## src/design/sbh_pkg.sv

```systemverilog
// Shared types and constants for the streaming byte hash engine.
`default_nettype none

package sbh_pkg;

    localparam logic [1:0] MODE_CRC32 = 2'd0;
    localparam logic [1:0] MODE_FNV32 = 2'd1;
    localparam logic [1:0] MODE_FNV64 = 2'd2;

    localparam logic [31:0] CRC_POLY    = 32'hEDB8_8320;
    localparam logic [31:0] CRC_INIT    = 32'hFFFF_FFFF;
    localparam logic [31:0] FNV32_BASIS = 32'h811C_9DC5;
    localparam logic [63:0] FNV64_BASIS = 64'hCBF2_9CE4_8422_2325;

    typedef struct packed {
        logic [7:0] data_byte;
        logic       first_byte;
        logic       last_byte;
        logic       empty_message;
    } t_item;

    typedef struct packed {
        logic [63:0] next_hash;
        logic [63:0] final_hash;
    } t_hash_result;

endpackage

`default_nettype wire

```

## src/design/sbh_absorb.sv

```systemverilog
// Combinational byte absorb and finish logic for CRC-32, FNV-1a 32 and FNV-1a 64.
`default_nettype none

module sbh_absorb (
    input  wire logic [1:0]          i_mode,
    input  wire logic [63:0]         i_running_hash,
    input  wire sbh_pkg::t_item      i_item,
    output sbh_pkg::t_hash_result    o_result
);

    logic [1:0]  eff_mode;
    logic [63:0] start_value;
    logic [63:0] base_hash;
    logic [31:0] crc_reg;
    logic [31:0] fnv32_x;
    logic [31:0] fnv32_p;
    logic [63:0] fnv64_x;
    logic [63:0] fnv64_p;
    logic [63:0] absorbed;
    logic [63:0] next_hash;

    always_comb begin
        unique case (i_mode)
            sbh_pkg::MODE_FNV32: eff_mode = sbh_pkg::MODE_FNV32;
            sbh_pkg::MODE_FNV64: eff_mode = sbh_pkg::MODE_FNV64;
            default:             eff_mode = sbh_pkg::MODE_CRC32;
        endcase
    end

    always_comb begin
        unique case (eff_mode)
            sbh_pkg::MODE_FNV32: start_value = {32'd0, sbh_pkg::FNV32_BASIS};
            sbh_pkg::MODE_FNV64: start_value = sbh_pkg::FNV64_BASIS;
            default:             start_value = {32'd0, sbh_pkg::CRC_INIT};
        endcase
    end

    assign base_hash = (i_item.first_byte || i_item.empty_message) ? start_value
                                                                   : i_running_hash;

    // Byte-wide reflected CRC, one shift per data bit.
    always_comb begin
        crc_reg = base_hash[31:0] ^ {24'd0, i_item.data_byte};
        for (int k = 0; k < 8; k++) begin
            if (crc_reg[0]) begin
                crc_reg = (crc_reg >> 1) ^ sbh_pkg::CRC_POLY;
            end else begin
                crc_reg = crc_reg >> 1;
            end
        end
    end

    // The FNV primes are sparse, so the multiplies reduce to shift-add trees.
    assign fnv32_x = base_hash[31:0] ^ {24'd0, i_item.data_byte};
    assign fnv32_p = (fnv32_x << 24) + (fnv32_x << 8) + (fnv32_x << 7)
                   + (fnv32_x << 4) + (fnv32_x << 1) + fnv32_x;

    assign fnv64_x = base_hash ^ {56'd0, i_item.data_byte};
    assign fnv64_p = (fnv64_x << 40) + (fnv64_x << 8) + (fnv64_x << 7)
                   + (fnv64_x << 5) + (fnv64_x << 4) + (fnv64_x << 1) + fnv64_x;

    always_comb begin
        unique case (eff_mode)
            sbh_pkg::MODE_FNV32: absorbed = {32'd0, fnv32_p};
            sbh_pkg::MODE_FNV64: absorbed = fnv64_p;
            default:             absorbed = {32'd0, crc_reg};
        endcase
    end

    assign next_hash = i_item.empty_message ? start_value : absorbed;

    always_comb begin
        o_result.next_hash = next_hash;
        unique case (eff_mode)
            sbh_pkg::MODE_FNV32: o_result.final_hash = {32'd0, next_hash[31:0]};
            sbh_pkg::MODE_FNV64: o_result.final_hash = next_hash;
            default:             o_result.final_hash = {32'd0, ~next_hash[31:0]};
        endcase
    end

endmodule

`default_nettype wire

```

## src/design/streaming_byte_hash_engine.sv

```systemverilog
// Top level of the streaming byte hash engine with input and result registers.
// The last byte is registered first, then its final hash loads the result register.
// Throughput: one byte word per cycle unless the input is stalled.
// Only a word that ends a message waits for the result register to free up.
// Synchronous active-low reset clears the mode to CRC-32, the running hash to zero
// and both pipeline valid flags.
`default_nettype none

module streaming_byte_hash_engine (
    input  wire logic        i_clk,
    input  wire logic        i_rst_n,
    input  wire logic        i_valid,
    output logic             o_stall,
    input  wire logic [7:0]  i_data_byte,
    input  wire logic        i_first_byte,
    input  wire logic        i_last_byte,
    input  wire logic        i_empty_message,
    output logic             o_valid,
    input  wire logic        i_stall,
    output logic [63:0]      o_hash_value,
    input  wire logic        i_cfg_valid,
    output logic             o_cfg_ready,
    input  wire logic [1:0]  i_cfg_hash_mode
);

    logic                  r_s1_valid;
    logic                  n_s1_valid;
    sbh_pkg::t_item        r_s1_item;
    logic                  r_out_valid;
    logic                  n_out_valid;
    logic [63:0]           r_out_hash;
    logic [63:0]           r_running;
    logic [1:0]            r_mode;
    logic                  in_accept;
    logic                  out_free;
    logic                  s1_emits;
    logic                  s1_move;
    sbh_pkg::t_hash_result s1_result;

    sbh_absorb u_absorb (
        .i_mode         (r_mode),
        .i_running_hash (r_running),
        .i_item         (r_s1_item),
        .o_result       (s1_result)
    );

    assign out_free  = !r_out_valid || !i_stall;
    assign s1_emits  = r_s1_item.last_byte || r_s1_item.empty_message;
    assign s1_move   = r_s1_valid && (!s1_emits || out_free);
    assign o_stall   = r_s1_valid && !s1_move;
    assign in_accept = i_valid && !o_stall;

    assign o_valid      = r_out_valid;
    assign o_hash_value = r_out_hash;
    assign o_cfg_ready  = 1'b1;

    always_comb begin
        n_s1_valid = r_s1_valid;
        if (in_accept) begin
            n_s1_valid = 1'b1;
        end else if (s1_move) begin
            n_s1_valid = 1'b0;
        end
    end

    always_comb begin
        n_out_valid = r_out_valid;
        if (s1_move && s1_emits) begin
            n_out_valid = 1'b1;
        end else if (!i_stall) begin
            n_out_valid = 1'b0;
        end
    end

    always_ff @(posedge i_clk) begin
        if (!i_rst_n) begin
            r_s1_valid  <= 1'b0;
            r_out_valid <= 1'b0;
            r_running   <= 64'd0;
            r_mode      <= sbh_pkg::MODE_CRC32;
        end else begin
            r_s1_valid  <= n_s1_valid;
            r_out_valid <= n_out_valid;
            if (s1_move) begin
                r_running <= s1_result.next_hash;
            end
            if (i_cfg_valid && o_cfg_ready) begin
                r_mode <= i_cfg_hash_mode;
            end
        end
    end

    always_ff @(posedge i_clk) begin
        if (in_accept) begin
            r_s1_item.data_byte     <= i_data_byte;
            r_s1_item.first_byte    <= i_first_byte;
            r_s1_item.last_byte     <= i_last_byte;
            r_s1_item.empty_message <= i_empty_message;
        end
        if (s1_move && s1_emits) begin
            r_out_hash <= s1_result.final_hash;
        end
    end

    a_stall_needs_item: assert property (@(posedge i_clk) disable iff (!i_rst_n)
        o_stall |-> r_s1_valid && s1_emits && r_out_valid)
        else $error("Input stalled without a blocked message end in the input register.");

    a_mid_word_flows: assert property (@(posedge i_clk) disable iff (!i_rst_n)
        r_s1_valid && !s1_emits |-> !o_stall)
        else $error("A word that ends no message held up the input.");

    a_end_gives_result: assert property (@(posedge i_clk) disable iff (!i_rst_n)
        s1_move && s1_emits |=> r_out_valid && o_hash_value == $past(s1_result.final_hash))
        else $error("A message end did not load the result register.");

endmodule

`default_nettype wire
```

## config.mk

```make
export PLATFORM = sky130hd
export DESIGN_NAME = streaming_byte_hash_engine
export DESIGN_NICKNAME = d
export VERILOG_FILES = /design/src/design/sbh_pkg.sv /design/src/design/sbh_absorb.sv /design/src/design/streaming_byte_hash_engine.sv
export SDC_FILE = /design/constraint.sdc
export NUM_CORES = 1
export LEC_CHECK = 0
export CELL_PAD_IN_SITES_DETAIL_PLACEMENT = 1
export CELL_PAD_IN_SITES_GLOBAL_PLACEMENT = 1
export CORE_ASPECT_RATIO = 1.2
export CORE_MARGIN = 10
export CORE_UTILIZATION = 52
export DETAILED_ROUTE_END_ITERATION = 7
export DONT_BUFFER_PORTS = 1
export HOLD_SLACK_MARGIN = 0.02
export PLACE_DENSITY = 0.86
export SLEW_MARGIN = 20
export SYNTH_ARGS = -nofsm -noshare
export SYNTH_HDL_FRONTEND = slang
export SYNTH_SLANG_ARGS = --single-unit
export TNS_END_PERCENT = 10
```

## constraint.sdc

```tcl
create_clock -name i_clk -period 9.9 [get_ports i_clk]
set_input_delay 1.485 -clock i_clk [delete_from_list [all_inputs] [get_ports i_clk]]
set_output_delay 1.485 -clock i_clk [all_outputs]
set_load 0.02 [all_outputs]
```

# Word-level counts from Yosys, hierarchy flattened
# Index checks and enable logic that the tools add are counted.
[word_totals]
elab_cells = 68
ram_bits = 0
latchBits = 0
register_bits = 143
in_bits = 18
rom_bits = 0
memories = 0
[classes]
n_lt_le_gt_ge = 0
div = 0
n_eq_ne = 5
n_shift = 0
n_mul = 0
reduce_logical = 14
mux = 18
bitwise_logic = 11
add_sub_neg = 11
[ops]
columns = ["operator", "n"]
rows = [
  ["$add A64 B64 Y64", 6],
  ["$pmux W64 S2", 3],
  ["$mux W32", 8],
  ["$add A32 B32 Y32", 5],
  ["$mux W64", 2],
  ["$not A13 Y14", 8],
  ["$xor A64 B8 Y64", 1],
  ["$not A32 Y32", 1],
  ["$xor A32 B8 Y32", 1],
  ["$logic_not A1 Y1", 5],
  ["$eq A2 B1 Y1 const B", 2],
  ["$eq A2 B2 Y1 const B", 2],
  ["$logic_and A1 B1 Y1", 4],
  ["$logic_or A1 B1 Y1", 4],
  ["$mux W1", 4],
  ["$pmux W2 S2", 1],
  ["$ne A2 B1 Y1 const B", 1],
  ["$reduce_bool A2 Y1", 1],
]

# Logic depth before layout (Yosys ltp)
# Gate-level depths: netlist (run 1).
[depth]
word_depth = 26
depth_mapped = 27
ltp_nobuf = 25

# Cells and area by module
# A second synthesis (run 1) with hierarchy kept.
[hier_totals]
cells_unflattened = 2376
hier_area_um2 = 21515.6
[modules_own_cells]
columns = ["mod", "area_per_inst_um2", "n_inst", "seq_area_each_um2", "cells_each"]
rows = [
  ["sbh_absorb", 16542.1, 1, 0.0, 2004],
  ["streaming_byte_hash_engine", 4973.5, 1, 3613.5, 372],
]

# Least setup slack after synthesis (run 1)
# OpenSTA, ideal clock, no wires.
[synth_timing]
kind = "reg-to-reg"
from = "reg r_s1_item[2] (netlist bit)"
to = "reg r_out_hash[60] (netlist: o_hash_value[60]) (data pin)"
setup_time_ps = 266
stages_incl_launch_ff = 23
arrival_time_ps = 6641
setup_slack_ps = 2993
period_less_slack_ps = 6907
n_path_buf = 4
cell_sequence = "edfxtp_1 -> or2_1 -> buf_4 -> buf_2 -> clkbuf_1 -> o21ai_0 -> inv_1 -> fa_1 -> fa_1 -> fa_1 -> ha_1 -> ha_1 -> clkbuf_1 -> a21o_1 -> a21oi_1 -> nor2_1 -> a211o_1 -> a31oi_1 -> o31ai_1 -> a41o_1 -> a221o_1 -> xnor2_1 -> nor2_1"
[synth_rtl]
columns = ["element", "line", "text"]
rows = [
  ["from (decl)", "streaming_byte_hash_engine.sv:28", "sbh_pkg::t_item r_s1_item;"],
  ["to (signal assigned)", "streaming_byte_hash_engine.sv:101", "r_out_hash <= s1_result.final_hash;"],
  ["to (decl)", "streaming_byte_hash_engine.sv:31", "logic [63:0] r_out_hash;"],
]

==> results of run 1 <==
-- worst min-delay path, cell delays in order (launching register included) --
cell	delay [ns]
dfxtp_1	0.31
nand3_1	0.07
nand2_1	0.06
-- sequential cells by signal, indices dropped and copies added (netlist names) --
register / flops
o_hash_value: 64
o_valid: 1
r_mode: 2
r_running: 64
r_s1_item: 11
r_s1_valid: 1
-- layout make-up --
class / count / area (um^2) / share of cell area [%]
clock buffer: 17 / 425.4 / 1.933
tap: 533 / 666.9 / 3.031
inverter: 363 / 1375 / 6.249
antenna: 3 / 7.507 / 0.03412
timing repair buffer: 33 / 247.7 / 1.126
multi-input combinational: 1631 / 15520 / 70.53
sequential: 143 / 3613 / 16.42
clock inverter: 15 / 148.9 / 0.6766
-- cell usage in the layout (no fill, tap or decap), drive strengths merged, types with 18 or more instances in the layout --
cell	Yosys	layout
a21o	71	71
nor2	142	142
o21ai	120	120
dfxtp	68	68
o21bai	18	18
nand2	136	136
a21oi	176	176
nor3	24	24
fa	297	297
a211oi	29	29
inv	359	367
nand3	38	38
xnor2	136	136
ha	172	172
xor2	43	43
edfxtp	75	75
buf	17	33
-- final timing paths --
check                               end  slack (ns)                        from
min          r_running[22]$_SDFFE_PN0P_        0.49  r_running[22]$_SDFFE_PN0P_
max reg2reg  o_hash_value[62]$_DFFE_PP_        1.74      r_s1_item[0]$_DFFE_PP_
max          o_hash_value[62]$_DFFE_PP_        1.74      r_s1_item[0]$_DFFE_PP_
min reg2reg  r_running[22]$_SDFFE_PN0P_        0.49  r_running[22]$_SDFFE_PN0P_
-- per-stage QoR --
step                      instance area, um^2  utilization, %
after floorplan                         20800               -
after global placement                  21410           54.02
after detailed placement                21420           54.04
after CTS                               21990           55.49
after global routing                    22000           55.50
final                                   22000           55.51
-- synth_stat cells (5+ instances only) --
cell type  count
inv_1        352
fa_1         297
a21oi_1      172
ha_1         172
nor2_1       140
nand2_1      136
xnor2_1      117
o21ai_0      100
edfxtp_1      75
a21o_1        71
dfxtp_1       68
clkbuf_1      63
xor2_1        40
nand3_1       38
a211oi_1      29
nor3_1        24
o21bai_1      18
o21ai_1       17
and3_1        15
nand4_1       15
and2_1        14
nand2b_1      14
o31ai_1       14
a221oi_1      13
mux2i_1       13
a31oi_1       12
nor2b_1       11
xnor2_2       11
o21a_1         9
o211ai_1       8
xnor2_4        8
buf_1          7
buf_2          7
a221o_1        6
o221ai_1       5
o22ai_1        5
-- cell families after synthesis --
group | after synthesis | synth area share (%)
other | 1 | 0.01803
AO/OA/AOI/OAI | 536 | 16.49
buffers and inverters | 443 | 8.150
adder cells (fa/ha/maj) | 471 | 39.03
AND/OR/NAND/NOR | 430 | 9.395
multiplexers | 14 | 0.6797
flip-flops | 143 | 17.37
XOR/XNOR | 179 | 8.872
-- metal layers --
metal | track usage [%] | wire (um) | vias up
met5 | 0 | 0 | -
met4 | 23.06 | 6007 | 0
met3 | 6.127 | 4823 | 317
met2 | 56.00 | 38770 | 800
met1 | 34.42 | 27180 | 8708
li1 | - | - | 7343
==> flow_summary_export.csv, run 1 <==
group,metric,value,unit
status,status,"finished clean",
clock_network,cts_max_path_buffers,2,
logic_synthesis,async_flop_share,0,%
placed_design,place_inst,2703,
cells_and_area,drive_gt1_share,5.404,%
job,max_cap_violations,0,
worst_setup_path,critical_path_buf_inv_count,4,
clock_network,cts_resized,0,
floorplan,coreArea,39640,um^2
sta,holdWs,0.4893,ns
placed_design,pre_cts_ws,1.858,ns
cells_and_area,fin_nets,2676,
logic_synthesis,synth_area,20800,um^2
logic_synthesis,syn_nets,2704,
clock_network,cts_tree,"yes",
worst_setup_path,crit_family,"compound AO/OA/AOI/OAI gates",
sta,fin_worst_skew,0.01795,ns
worst_setup_path,cp_slowest_cell,"o21ai_0",
global_route,grt_max_degree,66,
drt,wl_per_cell,28.04,um
logic_synthesis,ys_warn_count,0,
cells_and_area,fill_cells,4498,
logic_synthesis,yosysTopAreaCell,"fa_1",
logic_synthesis,synthCells,2217,
worst_setup_path,cp.depth,24,
drt,wl,76780,um
logic_synthesis,ys_ff_latch,143,
cells_and_area,area_growth_syn_to_layout,5.787,%
worst_setup_path,start_kind,"flip-flop",
clock_network,clockRootBuffer,"clkbuf_16",
clock_network,postCtsHoldBufs,0,
worst_setup_path,crit_path_cell_trace,"buf_4 -> or2_1 -> buf_4 -> o21a_2 -> xor2_4 -> inv_6 -> xnor2_4 -> inv_1 -> ha_1 -> or2_2 -> fa_1 -> fa_1 -> ha_1 -> ha_1 -> nand2_1 -> nor3_1 -> o211ai_1 -> a21oi_1 -> o2111ai_1 -> a22o_1 -> o21ai_0 -> a311oi_1 -> xnor2_1 -> o21a_1",
min_path,hold_class,"reg -> reg",
logic_synthesis,synth_area_leaders,"fa_1 (29%), edfxtp_1 (11%), ha_1 (10%)",
sta,slew_viol_final,0,
logic_synthesis,syn-mean-instance-area,9.383,um^2
sta,post-route-period-util,82.38,%
floorplan,fp.dieH,239.1,um
floorplan,io_pins,85,
placed_design,hpwlAfterDp,61750,um
worst_setup_path,cpMostUsedCell,"ha_1",
cells_and_area,finalNonFillerCells,2738,
drt,ant_nets,0,
drt,route.detailed.drc,0,
logic_synthesis,yosysTopAreaCellShare,28.58,%
sta,setup-tns-final,0,ns
global_route,grt_pass1_wl,117500,um
worst_setup_path,ff2ff_path_depth,24,
clock_network,clk_pin_slew,0.07,ns
worst_setup_path,criticalPathCategory,"reg -> reg",
sta,max_freq,122.6,MHz
logic_synthesis,synth_edf_count,75,
clock_network,clkSinkCount,143,
logic_synthesis,synthFlopType,"edfxtp_1",
drt,dr.pass1.iters,5,
global_route,track_usage,32.13,%
worst_setup_path,critPathCaptureType,"flip-flop",
floorplan,rows,80,
worst_setup_path,cp_max_fo,43,
drt,viasPerCell,6.270,
sta,finalSetupViolCount,0,
drt,drt_iter0_markers,1478,
logic_synthesis,synth_cell_types,83,
sta,worst_slew_pin_slew,1.099,ns
floorplan,die-width,202.6,um
worst_setup_path,cp.required,10.13,ns
worst_setup_path,cpPeakStageDelay,0.58,ns
clock_network,cts_buffers,17,
sta,rsz0062_at_grt,"false",
floorplan,die-area,48440,um^2
placed_design,gp_congestion,0.9971,
sta,hold_violations,0,
sta,relSlewSlack,26.59,%
clock_network,clk_latency,0.47,ns
sta,timing.final.ws_setup,1.744,ns
floorplan,start_util,52.48,%
worst_setup_path,arrival,8.38,ns
clock_network,cts_max_level,4,
global_route,antenna_found_initial,2,
global_route,overflow,0,
global_route,grt_pass1_vias,19350,
placed_design,portBuffers,0,
logic_synthesis,yosysSeqAreaShare,17.37,%
clock_network,cts_setup_buffers,0,
min_path,hold_depth,2,
drt,num_vias,17170,
sta,finalCriticalPeriod,8.156,ns
Power of run 1 is not shown: default switching activity piles up to over one toggle a cycle in this logic, so the estimate is an artifact.
==> run 2: changes to the inputs <==
==> constraint.sdc (replaced) <==
create_clock -name i_clk -period 7.6 [get_ports i_clk]
set_input_delay 1.14 -clock i_clk [delete_from_list [all_inputs] [get_ports i_clk]]
set_output_delay 1.14 -clock i_clk [all_outputs]
set_load 0.02 [all_outputs]
==> flow_summary_export.csv, run 2 (synthesis gave the netlist of run 1 again) <==
group,metric,value,unit
cells_and_area,final_cell_mix,"inv_1 (352), fa_1 (297), a21oi_1 (171), ha_1 (171), nor2_1 (139)",
cells_and_area,multiInputGateArea,15530,um^2
status,status,"finished clean",
cells_and_area,drive_gt1_share,6.649,%
placed_design,place_inst,2727,
floorplan,io_pins,85,
worst_setup_path,cp_slowest_cell,"a311oi_1",
global_route,grt_pass1_wl,117700,um
clock_network,clk_pin_slew,0.07,ns
worst_setup_path,rr_endpoint,"o_hash_value[62]$_DFFE_PP_",
worst_setup_path,cpPeakStageDelay,0.56,ns
global_route,overflow,0,
sta,max_freq,135.2,MHz
min_path,hold_class,"reg -> reg",
sta,rsz0062_at_grt,"true",
placed_design,portBuffers,0,
floorplan,fp.dieH,239.1,um
drt,wl_per_cell,28.36,um
worst_setup_path,cp.required,7.84,ns
floorplan,coreArea,39640,um^2
floorplan,die-area,48440,um^2
worst_setup_path,arrival,7.63,ns
clock_network,cts_tree,"yes",
min_path,min_to,"r_running[61]$_SDFFE_PN0P_",
sta,post-route-period-util,97.33,%
worst_setup_path,crit_path_cell_trace,"or2_1 -> buf_4 -> o21a_2 -> xor2_4 -> inv_6 -> xnor2_4 -> inv_1 -> ha_1 -> or2_2 -> fa_1 -> fa_1 -> ha_1 -> ha_1 -> a21oi_1 -> o21ai_0 -> a31oi_1 -> a21oi_1 -> o2111ai_2 -> a22o_1 -> o21ai_0 -> buf_4 -> a311oi_1 -> xnor2_1 -> o21a_1",
drt,ant_nets,0,
drt,drt_iter0_markers,1543,
worst_setup_path,cpMostUsedCell,"ha_1",
cells_and_area,antenna_cells,0,
drt,wl,78260,um
cells_and_area,finalNonFillerCells,2759,
drt,dr.pass1.iters,5,
clock_network,postCtsHoldBufs,0,
sta,finalSetupViolCount,0,
placed_design,hpwlAfterDp,62860,um
sta,hold_violations,0,
cells_and_area,fill_cells,4513,
sta,slew_viol_final,0,
floorplan,start_util,52.48,%
clock_network,clockRootBuffer,"clkbuf_16",
clock_network,clkSinkCount,143,
placed_design,gp_congestion,1.087,
cells_and_area,fin_util,56.09,%
cells_and_area,final-seq-area,3613,um^2
worst_setup_path,critPathCaptureType,"flip-flop",
placed_design,pre_cts_ws,0.1611,ns
worst_setup_path,r2r_slack,0.20,ns
clock_network,cts_max_level,4,
cells_and_area,layout_commonest_cell,"inv_1",
worst_setup_path,ff2ff_path_depth,24,
drt,num_vias,17470,
drt,viasPerCell,6.332,
global_route,grt_pass1_vias,19250,
worst_setup_path,criticalPathCategory,"reg -> reg",
sta,setup-tns-final,0,ns
global_route,antenna_found_initial,1,
floorplan,die-width,202.6,um
min_path,min_from,"r_running[61]$_SDFFE_PN0P_",
floorplan,rows,80,
cells_and_area,area_growth_syn_to_layout,6.875,%
sta,relSlewSlack,26.62,%
clock_network,clk_latency,0.49,ns
drt,route.detailed.drc,0,
cells_and_area,fin_nets,2700,
clock_network,cts_buffers,17,
sta,fin_worst_skew,0.01579,ns
worst_setup_path,start_kind,"flip-flop",
global_route,grt_max_degree,66,
min_path,hold_depth,2,
job,max_cap_violations,0,
sta,finalCriticalPeriod,7.397,ns
clock_network,cts_max_path_buffers,2,
sta,worst_slew_pin_slew,1.097,ns
worst_setup_path,regToRegStartpoint,"r_s1_item[2]$_DFFE_PP_",
global_route,track_usage,32.27,%
worst_setup_path,cp_max_fo,21,
sta,timing.final.ws_setup,0.2030,ns
-- run 2: cell count changes in the layout (fill, tap and decap cells not counted), moves of 2 or more --
cell	change
buf_4	+23
clkinv_8	+3
diode_2	-3
inv_8	-2
-- run 2: worst max-delay path by stage --
stage	startpoint	end
floorplan	r_s1_item[2]$_DFFE_PP_	o_hash_value[60]$_DFFE_PP_
global placement	r_s1_item[2]$_DFFE_PP_	o_hash_value[63]$_DFFE_PP_
detailed placement	r_s1_item[2]$_DFFE_PP_	o_hash_value[63]$_DFFE_PP_
CTS	r_s1_item[2]$_DFFE_PP_	o_hash_value[63]$_DFFE_PP_
global route	r_s1_item[2]$_DFFE_PP_	o_hash_value[63]$_DFFE_PP_
finish	r_s1_item[2]$_DFFE_PP_	o_hash_value[62]$_DFFE_PP_
-- run 2: metal layers --
layer	GRT usage [%]	up-vias	share of wire [%]
li1	-	7396	-
met1	35.47	8860	35
met5	0	-	0.018
met2	56.32	896	50
met3	5.870	317	7.2
met4	21.10	2	7.3
-- run 2: area by class of cell --
class | count | share of cell area (%)
Inverter | 363 | 6.185
Tap cell | 533 | 3.000
Clock buffer | 17 | 1.914
Sequential cell | 143 | 16.25
Clock inverter | 15 | 0.7879
Multi-Input combinational cell | 1631 | 69.88
Timing Repair Buffer | 57 | 1.981
-- run 2: what timing repair did --
item	CTS	global route
gates resized for setup	0	5
setup buffers	0	0
setup endpoints to repair	0	25
hold endpoints to repair	0	0
-- run 2: stage by stage --
step | area (um^2) | hold WS [ns]
after CTS | 22210 | 0.4591
final | 22230 | 0.4624
after global routing | 22230 | 0.4850
after floorplan | 20800 | 0.4306
after detailed placement | 21610 | 0.4481
after global placement | 21610 | 0.4390
-- run 2: worst max-delay path: cells and delay by family, from the launching register on --
family	cells	cell delay, ns
xor+xnor	3	0.63
fa+ha+maj	5	1.89
compound gates	10	2.69
buf+inv	4	0.70
simple gates	2	0.67
flops	1	0.52
Power of run 2 is left out for the same reason.
